`config.mk`:
```
export PLATFORM = sky130hd
export DESIGN_NAME = echo_range_gated_moving_average
export DESIGN_NICKNAME = d
export VERILOG_FILES = /design/src/rtl/core/ergma_pkg.sv /design/src/rtl/core/ergma_window.sv /design/src/rtl/core/echo_range_gated_moving_average.sv
export VERILOG_INCLUDE_DIRS = /design/src /design/src/rtl/core
export SDC_FILE = /design/constraint.sdc
export NUM_CORES = 1
export LEC_CHECK = 0
export BUFFER_PORTS_ARGS = -buffer_cell sky130_fd_sc_hd__buf_2
export CAP_MARGIN = 15
export CORE_MARGIN = 1
export CORE_UTILIZATION = 60
export CTS_CLUSTER_DIAMETER = 60
export DETAILED_ROUTE_END_ITERATION = 10
export GPL_TIMING_DRIVEN = 0
export PLACE_DENSITY_LB_ADDON = 0.08
export RECOVER_POWER = 100
export SETUP_SLACK_MARGIN = 0.1
export SLEW_MARGIN = 20
export SYNTH_ARGS = -nofsm -noshare
export SYNTH_HDL_FRONTEND = slang
export SYNTH_SLANG_ARGS = --single-unit
```
`constraint.sdc`:
```
create_clock -name clk -period 11.9 [get_ports clk]
set_input_delay 0.595 -clock clk [delete_from_list [all_inputs] [get_ports clk]]
set_output_delay 0.595 -clock clk [all_outputs]
set_load 0.02 [all_outputs]
```
`src/rtl/core/assert_macros.svh`:
```
// Assertion macros shared by the RTL of the echo range gated moving average.
// Each macro samples on clk and is switched off while rst is high.
`ifndef ASSERT_MACROS_SVH
`define ASSERT_MACROS_SVH

// Same-cycle implication.
`define ERG_ASSERT(label, ante, cons, msg) \
  label: assert property (@(posedge clk) disable iff (rst) (ante) |-> (cons)) \
    else $error(msg);

// Next-cycle implication.
`define ERG_ASSERT_NEXT(label, ante, cons, msg) \
  label: assert property (@(posedge clk) disable iff (rst) (ante) |=> (cons)) \
    else $error(msg);

`endif

```
`src/rtl/core/ergma_pkg.sv`:
```
// Package for the echo range gated moving average: widths, constants,
// register indexes and the window update struct. No dependencies.
package ergma_pkg;

  localparam int WINDOW      = 5;
  localparam int ECHO_W      = 20;
  localparam int DIST_W      = 15;
  localparam int SAMPLE_W    = 10;
  localparam int SAMPLE_MAX  = (1 << SAMPLE_W) - 1;
  localparam int TOTAL_W     = $clog2(WINDOW * SAMPLE_MAX + 1);
  localparam int SLOT_W      = (WINDOW > 1) ? $clog2(WINDOW) : 1;

  // Pulse width to distance: floor(width * 1114 / 2^16), about 0.017 cm/us.
  localparam int SCALE_W     = 11;
  localparam int SCALE_SHIFT = 16;
  localparam int PROD_W      = ECHO_W + SCALE_W;
  localparam logic [SCALE_W-1:0] SCALE_MUL = 11'd1114;

  // Division by WINDOW as a multiply by a rounded-up reciprocal.
  localparam int AVG_SHIFT   = 20;
  localparam int RECIP_W     = AVG_SHIFT + 1;
  localparam int RECIP       = ((1 << AVG_SHIFT) + WINDOW - 1) / WINDOW;
  localparam int AVG_PROD_W  = TOTAL_W + RECIP_W;

  localparam logic [SAMPLE_W-1:0] MIN_DIST_RST = 10'd10;
  localparam logic [SAMPLE_W-1:0] MAX_DIST_RST = 10'd450;

  localparam int CFG_IDX_W   = 2;
  localparam logic [CFG_IDX_W-1:0] CFG_MIN_DIST = 2'd0;
  localparam logic [CFG_IDX_W-1:0] CFG_MAX_DIST = 2'd1;

  typedef struct packed {
    logic                write;
    logic [SAMPLE_W-1:0] sample;
  } win_upd_t;

endpackage

```
`src/rtl/core/ergma_window.sv`:
```
// Ring window of accepted distances with its running total.
// Depends on ergma_pkg and assert_macros.svh.
`include "assert_macros.svh"

module ergma_window (
  input  logic                               clk,
  input  logic                               rst,
  input  ergma_pkg::win_upd_t                upd,
  output logic [ergma_pkg::TOTAL_W-1:0]      total
);

  logic [ergma_pkg::SAMPLE_W-1:0] samples [ergma_pkg::WINDOW];
  logic [ergma_pkg::SLOT_W-1:0]   slot;
  logic [ergma_pkg::SLOT_W-1:0]   slot_next;
  logic [ergma_pkg::TOTAL_W-1:0]  total_next;
  logic [ergma_pkg::SAMPLE_W-1:0] oldest;

  always_comb begin
    oldest     = samples[slot];
    total_next = total - ergma_pkg::TOTAL_W'(oldest)
                 + ergma_pkg::TOTAL_W'(upd.sample);
    slot_next  = (slot == ergma_pkg::SLOT_W'(ergma_pkg::WINDOW - 1)) ?
                 '0 : slot + 1'b1;
  end

  always_ff @(posedge clk) begin
    if (rst) begin
      for (int i = 0; i < ergma_pkg::WINDOW; i++) begin
        samples[i] <= '0;
      end
      slot  <= '0;
      total <= '0;
    end else if (upd.write) begin
      // Replace the oldest sample and advance
      samples[slot] <= upd.sample;
      slot          <= slot_next;
      total         <= total_next;
    end
  end

  `ERG_ASSERT(slot_in_window, 1'b1, slot <= ergma_pkg::SLOT_W'(ergma_pkg::WINDOW - 1), "write slot beyond window")
  `ERG_ASSERT(total_bounded, 1'b1, total <= ergma_pkg::TOTAL_W'(ergma_pkg::WINDOW * ergma_pkg::SAMPLE_MAX), "window total overflow")
  `ERG_ASSERT_NEXT(total_holds, !upd.write, total == $past(total) && slot == $past(slot), "window changed without a write")

endmodule

```
`src/rtl/core/echo_range_gated_moving_average.sv`:
```
// Echo range gated moving average: top level, four-stage pipeline.
// One item per cycle while the output is not stalled by m_tready.
// Stages: input register, distance multiply and range gate, window update,
// average by reciprocal multiply into the result register.
// Synchronous active-high reset: empty pipeline, window and total zero,
// limits 10 cm and 450 cm. Depends on ergma_pkg and ergma_window.
module echo_range_gated_moving_average (
  input  logic                                 clk,
  input  logic                                 rst,
  input  logic                                 cfg_we,
  input  logic [ergma_pkg::CFG_IDX_W-1:0]      cfg_index,
  input  logic [ergma_pkg::SAMPLE_W-1:0]       cfg_data,
  input  logic                                 s_tvalid,
  output logic                                 s_tready,
  input  logic [23:0]                          s_tdata,  // [19:0] echo_width_us
  output logic                                 m_tvalid,
  input  logic                                 m_tready,
  output logic [31:0]                          m_tdata,  // [14:0] distance_cm, [24:15] average_cm
  output logic                                 m_tuser   // [0] in_range
);

  logic [ergma_pkg::SAMPLE_W-1:0] min_dist;
  logic [ergma_pkg::SAMPLE_W-1:0] max_dist;

  logic                           a_valid;
  logic [ergma_pkg::ECHO_W-1:0]   a_width;
  logic                           b_valid;
  logic [ergma_pkg::DIST_W-1:0]   b_dist;
  logic                           b_ok;
  logic                           c_valid;
  logic [ergma_pkg::DIST_W-1:0]   c_dist;
  logic                           c_ok;
  logic                           d_valid;
  logic [ergma_pkg::DIST_W-1:0]   d_dist;
  logic                           d_ok;
  logic [ergma_pkg::SAMPLE_W-1:0] d_avg;

  logic a_ready, b_ready, c_ready, d_ready;
  logic a_load, b_load, c_load, d_load;

  logic [ergma_pkg::PROD_W-1:0]     prod;
  logic [ergma_pkg::DIST_W-1:0]     dist_cm;
  logic                             ok;
  logic [ergma_pkg::TOTAL_W-1:0]    total;
  logic [ergma_pkg::AVG_PROD_W-1:0] avg_prod;
  ergma_pkg::win_upd_t              upd;

  // Configuration registers
  always_ff @(posedge clk) begin
    if (rst) begin
      min_dist <= ergma_pkg::MIN_DIST_RST;
      max_dist <= ergma_pkg::MAX_DIST_RST;
    end else if (cfg_we) begin
      unique case (cfg_index)
        ergma_pkg::CFG_MIN_DIST: min_dist <= cfg_data;
        ergma_pkg::CFG_MAX_DIST: max_dist <= cfg_data;
        default: ;
      endcase
    end
  end

  // Each stage takes a new item when empty or when its own item moves on
  always_comb begin
    d_ready = !d_valid || m_tready;
    c_ready = !c_valid || d_ready;
    b_ready = !b_valid || c_ready;
    a_ready = !a_valid || b_ready;
    a_load  = s_tvalid && a_ready;
    b_load  = a_valid && b_ready;
    c_load  = b_valid && c_ready;
    d_load  = c_valid && d_ready;
  end

  assign s_tready = a_ready;

  always_comb begin
    prod    = ergma_pkg::PROD_W'(a_width) * ergma_pkg::PROD_W'(ergma_pkg::SCALE_MUL);
    dist_cm = prod[ergma_pkg::SCALE_SHIFT +: ergma_pkg::DIST_W];
    ok      = (dist_cm >= ergma_pkg::DIST_W'(min_dist)) &&
              (dist_cm <= ergma_pkg::DIST_W'(max_dist));
  end

  // Accepted distances never exceed the 10-bit upper limit
  assign upd.write  = c_load && b_ok;
  assign upd.sample = b_dist[ergma_pkg::SAMPLE_W-1:0];

  ergma_window u_window (
    .clk   (clk),
    .rst   (rst),
    .upd   (upd),
    .total (total)
  );

  // The window only changes on a load into stage c, so total belongs to c's item
  assign avg_prod = ergma_pkg::AVG_PROD_W'(total) *
                    ergma_pkg::AVG_PROD_W'(ergma_pkg::RECIP);

  always_ff @(posedge clk) begin
    if (rst) begin
      a_valid <= 1'b0;
      b_valid <= 1'b0;
      c_valid <= 1'b0;
      d_valid <= 1'b0;
    end else begin
      if (a_ready) a_valid <= s_tvalid;
      if (b_ready) b_valid <= a_valid;
      if (c_ready) c_valid <= b_valid;
      if (d_ready) d_valid <= c_valid;
    end
  end

  always_ff @(posedge clk) begin
    if (a_load) begin
      a_width <= s_tdata[ergma_pkg::ECHO_W-1:0];
    end
    if (b_load) begin
      b_dist <= dist_cm;
      b_ok   <= ok;
    end
    if (c_load) begin
      c_dist <= b_dist;
      c_ok   <= b_ok;
    end
    if (d_load) begin
      d_dist <= c_dist;
      d_ok   <= c_ok;
      d_avg  <= avg_prod[ergma_pkg::AVG_SHIFT +: ergma_pkg::SAMPLE_W];
    end
  end

  assign m_tvalid = d_valid;
  assign m_tdata  = {7'b0, d_avg, d_dist};
  assign m_tuser  = d_ok;

endmodule

```
## Word level (Yosys, flattened, before mapping)

Memories as Yosys holds them, arrays and structs flattened. A register that Yosys moved wholly into a read port is not among the register bits.
Index checks and enable logic that the tools add are counted.

| operators by class | value |
|---|---|
| equality and inequality tests | 2 |
| multipliers | 2 |
| $lt $le $gt $ge | 2 |
| reductions and logical operators | 18 |
| muxes and demuxes | 11 |
| $add $sub $neg | 3 |

Operators with widths:

| cell | number |
|---|---|
| $mul 20x10->30 const B | 1 |
| $mul 13x16->28 const B | 1 |
| $ge 15x10->1 | 1 |
| $le 15x10->1 | 1 |
| $add 13x10->13 | 1 |
| $sub 13x10->13 | 1 |
| $mux 3 | 4 |
| $mux 10 | 1 |
| $reduce_or 10->1 | 1 |
| $logic_and 1x1->1 | 6 |
| $mux 1 | 6 |
| $logic_not 1->1 | 4 |
| $logic_or 1x1->1 | 4 |
| $reduce_and 2->1 | 2 |
| $add 3x1->3 const B | 1 |
| $eq 3x3->1 const B | 1 |
| $eq 2x1->1 const B | 1 |
| $logic_not 2->1 | 1 |

| word-level totals | value |
|---|---|
| flip-flop bits (word level) | 118 |
| memories kept | 1 |
| bits of input ports | 41 |
| output and inout bits | 35 |
| memory bits (writable) | 50 |

Memories:

| memory | words | width | rd ports | clocked after Yosys merged registers in | wr ports | RTL line | text |
|---|---|---|---|---|---|---|---|
| u_window.samples | 5 | 10 | 1 | 1 | 5 | ergma_window.sv:12 | `logic [ergma_pkg::SAMPLE_W-1:0] samples [ergma_pkg::WINDOW];` |

## Logic depth before layout (Yosys ltp)

| depth | value |
|---|---|
| word-level depth | 10 |
| depth in mapped cells | 27 |
| depth with buffers taken out | 27 |

## Hierarchy

From an unflattened synthesis, not the netlist that was laid out.

| second synthesis, totals | value |
|---|---|
| cell total of the unflattened synthesis | 1206 |
| area, all modules | 14425.1 µm² |

Modules (own cells, without submodules):

| module | area each (µm²) | sequential area each (µm²) | cells an instance | times used |
|---|---|---|---|---|
| echo_range_gated_moving_average | 9412.8 | 2822.7 | 822 | 1 |
| ergma_window | 5012.3 | 2782.7 | 384 | 1 |

## Least setup slack after synthesis

Ideal clock, no wire load.

| timing path | value |
|---|---|
| path type | register to register |
| start point | reg a_width[9] (netlist name) |
| end point | reg b_ok, data pin |
| stages on the path, launching flop included | 25 |
| buffers on the path | 0 |
| period minus slack after synthesis | 5.478 ns |
| setup slack | 6.422 ns |
| arrival | 5.222 ns |
| path through | edfxtp_1 ha_1 ha_1 fa_1 fa_1 inv_1 fa_1 inv_1 ha_1 a21o_1 a21o_1 a21oi_1 a21o_1 nand2_1 and2_1 o21a_1 nor2_1 xnor2_1 ha_1 o21ai_0 a21oi_1 o211ai_1 a21oi_1 a211o_1 and4b_1 |

| between the ends | value |
|---|---|
| word-level cells in the longest chain between the ends | 3 |
| elaborated cells between the ends (all ways) | 4 |
| classes of those cells | mul: 1; order compare: 2; reduce/logical: 1 |

Ends and longest elaborated chain:

| element | RTL line | text |
|---|---|---|
| start, declared | echo_range_gated_moving_average.sv:26 | `logic [ergma_pkg::ECHO_W-1:0] a_width;` |
| start signal, assigned | echo_range_gated_moving_average.sv:114 | `a_width <= s_tdata[ergma_pkg::ECHO_W-1:0];` |
| $mul 20x10->30 * | echo_range_gated_moving_average.sv:77 | `prod = ergma_pkg::PROD_W'(a_width) * ergma_pkg::PROD_W'(ergma_pkg::SCALE_MUL);` |
| via prod, one bit | echo_range_gated_moving_average.sv:41 | `logic [ergma_pkg::PROD_W-1:0] prod;` |
| $ge 15x10->1 or $le 15x10->1 (tied branches) | echo_range_gated_moving_average.sv:79, echo_range_gated_moving_average.sv:80 |  |
| $logic_and 1x1->1 * | echo_range_gated_moving_average.sv:79 | `ok = (dist_cm >= ergma_pkg::DIST_W'(min_dist)) &&` |
| via ok | echo_range_gated_moving_average.sv:43 | `logic ok;` |
| end signal, assigned | echo_range_gated_moving_average.sv:118 | `b_ok <= ok;` |
| end, declared | echo_range_gated_moving_average.sv:29 | `logic b_ok;` |

The timed path passes the listed nets; every way through them passes the cells marked *.
A chain may end at the register's enable or synchronous reset.

## Worst setup path after layout

Same ends and word-level chain as after synthesis.

==> results.md <==
* Remaining DRCs at 0
* Syn. warnings at 0
* Biggest area consumer among synthesized cells: edfxtp_1
* Fin. max-slew vios at 21
* Footprint of the multi-input gates at 7540 um2
* # diodes at 0
* Hold Path Class: in -> reg
* Setup TNS Final at 0 ps
* Port bufs at 64
* Post-route cell area at 15600 um2
* Worst setup path class: reg -> reg
* Clk buf depth at 3
* Drt pass-1 iters at 4
* F_max at 0.161 GHz
* Most frequent cell after synthesis: ha_1
* Ys flop type: edfxtp_1
* Clk slew on worst S/H paths at 60 ps
* Endpoints failing setup at 0
* Failing checks: max-capacitance violations, max-slew violations
* Clock Skews at 32.4 ps
* Wirelength per Cell at 17.5 um
* Die H at 155 um
* #FFs+latches synth at 201
* Period utilization at 52.3%
* Routability Congestion at 0.844
* Initial Util at 61.6%
* Die W at 155 um
* RSZ-0062 raised after global routing: no
* Hold Vio Cnt, Final at 0
* Post-Syn Area at 14100 um2
* Relative slew slack at -31.2%
* Htree depth at 1
* Sequential standard cell area at 5610 um2
* Vias in the first global route at 9003
* Slew of the pin with the lowest slew margin at 1970 ps
* Sequential element share of the synthesized area at 39.8%
* Antenna-violating nets left at 0
* Post-synth EDFFs at 158
* Core Region at 22800 um2
* Post-synth top area share at 33.7%
* Crit-path max FO at 5
* CTS Hold Buffers Added at 0
* Cells after Synth at 1180
* Via count at 8765
* Final HPWL DP at 22500 um
* Post-synth ARST share at 0%
* Pwr dens at 215 nW/um2
* Top cells by area, synth: edfxtp_1, ha_1, fa_1
* Final Net Count at 1638
* CTS root buf: clkbuf_16
* P_leak at 7.15 nW
* Hold_ws at 243 ps
* Total grt overflow at 0
* Status: complete, but fails checks
* Area Overhead vs Synth at 10.8%
* Clock Latency Late Sink at 530 ps
* IO Pins at 76
* Pwr Total at 3.36 mW
* Maximum vdd drop at 0.145 mV
* Layout cells sized above 1 at 8.87%
* Max-Cap Viols at 1
* Signal arrival time at the worst endpoint at 6490 ps
* Antenna violations before repair at 0
* DIE AREA at 24100 um2
* Vias per cell at 5.45
* Syn Area/Cell at 11.9 um2
* Largest net degree at the start of global routing at 21
* DP Area at 14900 um2
* CP Launch Type: flop
* Synth cell types at 60
* Setup bufs post-CTS at 0
* Req. time, crit path at 12170 ps
* Resized Gates After CTS at 0
* CTS buffer count at 24
* Total Routing Usage GR at 24.7%
* CTS tree: done
* Min cycle time layout at 6230 ps
* DRT Wirelength at 28200 um
* Commonest cells post-synth: ha_1, inv_1, edfxtp_1, fa_1, nor2_1
* Utilization after layout at 68.3%
* Number of cell rows at 55
* Clock tree sinks at 201
* First-pass GRT wire length at 45700 um
* # fillers at 1752
* Iter 0 DRT Violations at 414
* Worst setup EP type: flop
==> area by class of cell <==
type,instances,area share [%]
Tap cell,313,2.51
Timing Repair Buffer,66,1.86
Inverter,202,4.86
Clock buffer,26,3.90
Multi-Input combinational cell,747,48.3
Buffer,36,1.03
Clock inverter,18,1.55
Sequential cell,201,35.9
==> power breakdown <==
group          switching (mW)  leakage [nW]  internal [mW]
clock network           0.299         0.410          0.466
logic                   0.965          4.87          0.710
registers              0.0533          1.87          0.866
==> registers in the layout, summed over array words and instances (netlist names), named ones only <==
register,cells
a_valid,1
a_width,20
b_dist,15
b_ok,1
b_valid,1
c_dist,15
c_ok,1
c_valid,1
d_avg,10
d_dist,15
m_tuser,1
m_tvalid,1
max_dist,10
min_dist,10
u_window.samples,80
u_window.slot,3
u_window.total,13
==> worst max-delay path, cell delays in order (launching register included) <==
cell and delay, ps:
edfxtp_1 540, ha_1 360, ha_1 310, fa_1 460, fa_1 540, inv_1 50
fa_1 490, inv_1 50, ha_1 290, nand4_1 120, nor3_1 210, a2bb2oi_1 110
a21o_1 210, a21oi_1 250, or2_0 260, a21o_1 180, a21oi_1 80, xnor2_1 470
ha_1 360, nand3_1 70, nor3_1 50, a211oi_1 210, nor2_1 80, and4b_1 200
==> path summary, 6_finish.rpt <==
check                           cells after the start       start          to  slack [ps]
worst min-delay path                                1  s_tdata[7]  a_width[7]         240
worst min register to register                      0  c_dist[13]  d_dist[13]         420
worst max register to register                     23  a_width[9]        b_ok        5670
worst max-delay path                               23  a_width[9]        b_ok        5670
==> cells by family after synthesis <==
family          share of synthesized area [%]
compound gates                           5.84
xor+xnor                                 1.68
fa+ha+maj                                33.8
buf+inv                                  6.54
flops                                    39.8
mux                                      4.14
other cells                            0.0266
simple gates                             8.12
==> routing by layer <==
metal  global-route usage, %  up-vias  wire length [um]
met3                    3.51       35              1210
met1                    32.4     4264             12300
li1                        -     4287                 -
met4                    5.60        0               442
met5                       0        -                 0
met2                    43.6      179             14200
==> metrics by stage <==
step           worst slack [ps]  cells
3_5_place_dp               5790   1565
3_3_place_gp               5860   1563
5_1_grt                    5290   1609
4_1_cts                    5780   1609
2_1_floorplan              6420   1186
6_report                   5670   1609
==> cell usage in the layout (no fill, tap or decap), types with 7 or more instances in the layout <==
cell type,instances
edfxtp_1,158
o21a_1,8
and2_0,7
buf_2,34
mux4_2,20
clkbuf_1,62
mux2_2,8
nor2b_1,9
ha_1,216
a211o_1,8
fa_1,103
a21o_1,9
a21oi_1,55
clkbuf_16,24
o21ai_0,14
inv_1,202
nand2_1,47
buf_4,7
nor3_1,43
nand3_1,10
dfxtp_1,43
nor4_1,20
xnor2_1,22
nor2_1,66
conb_1,7
Power figures use the tool's default switching activity.
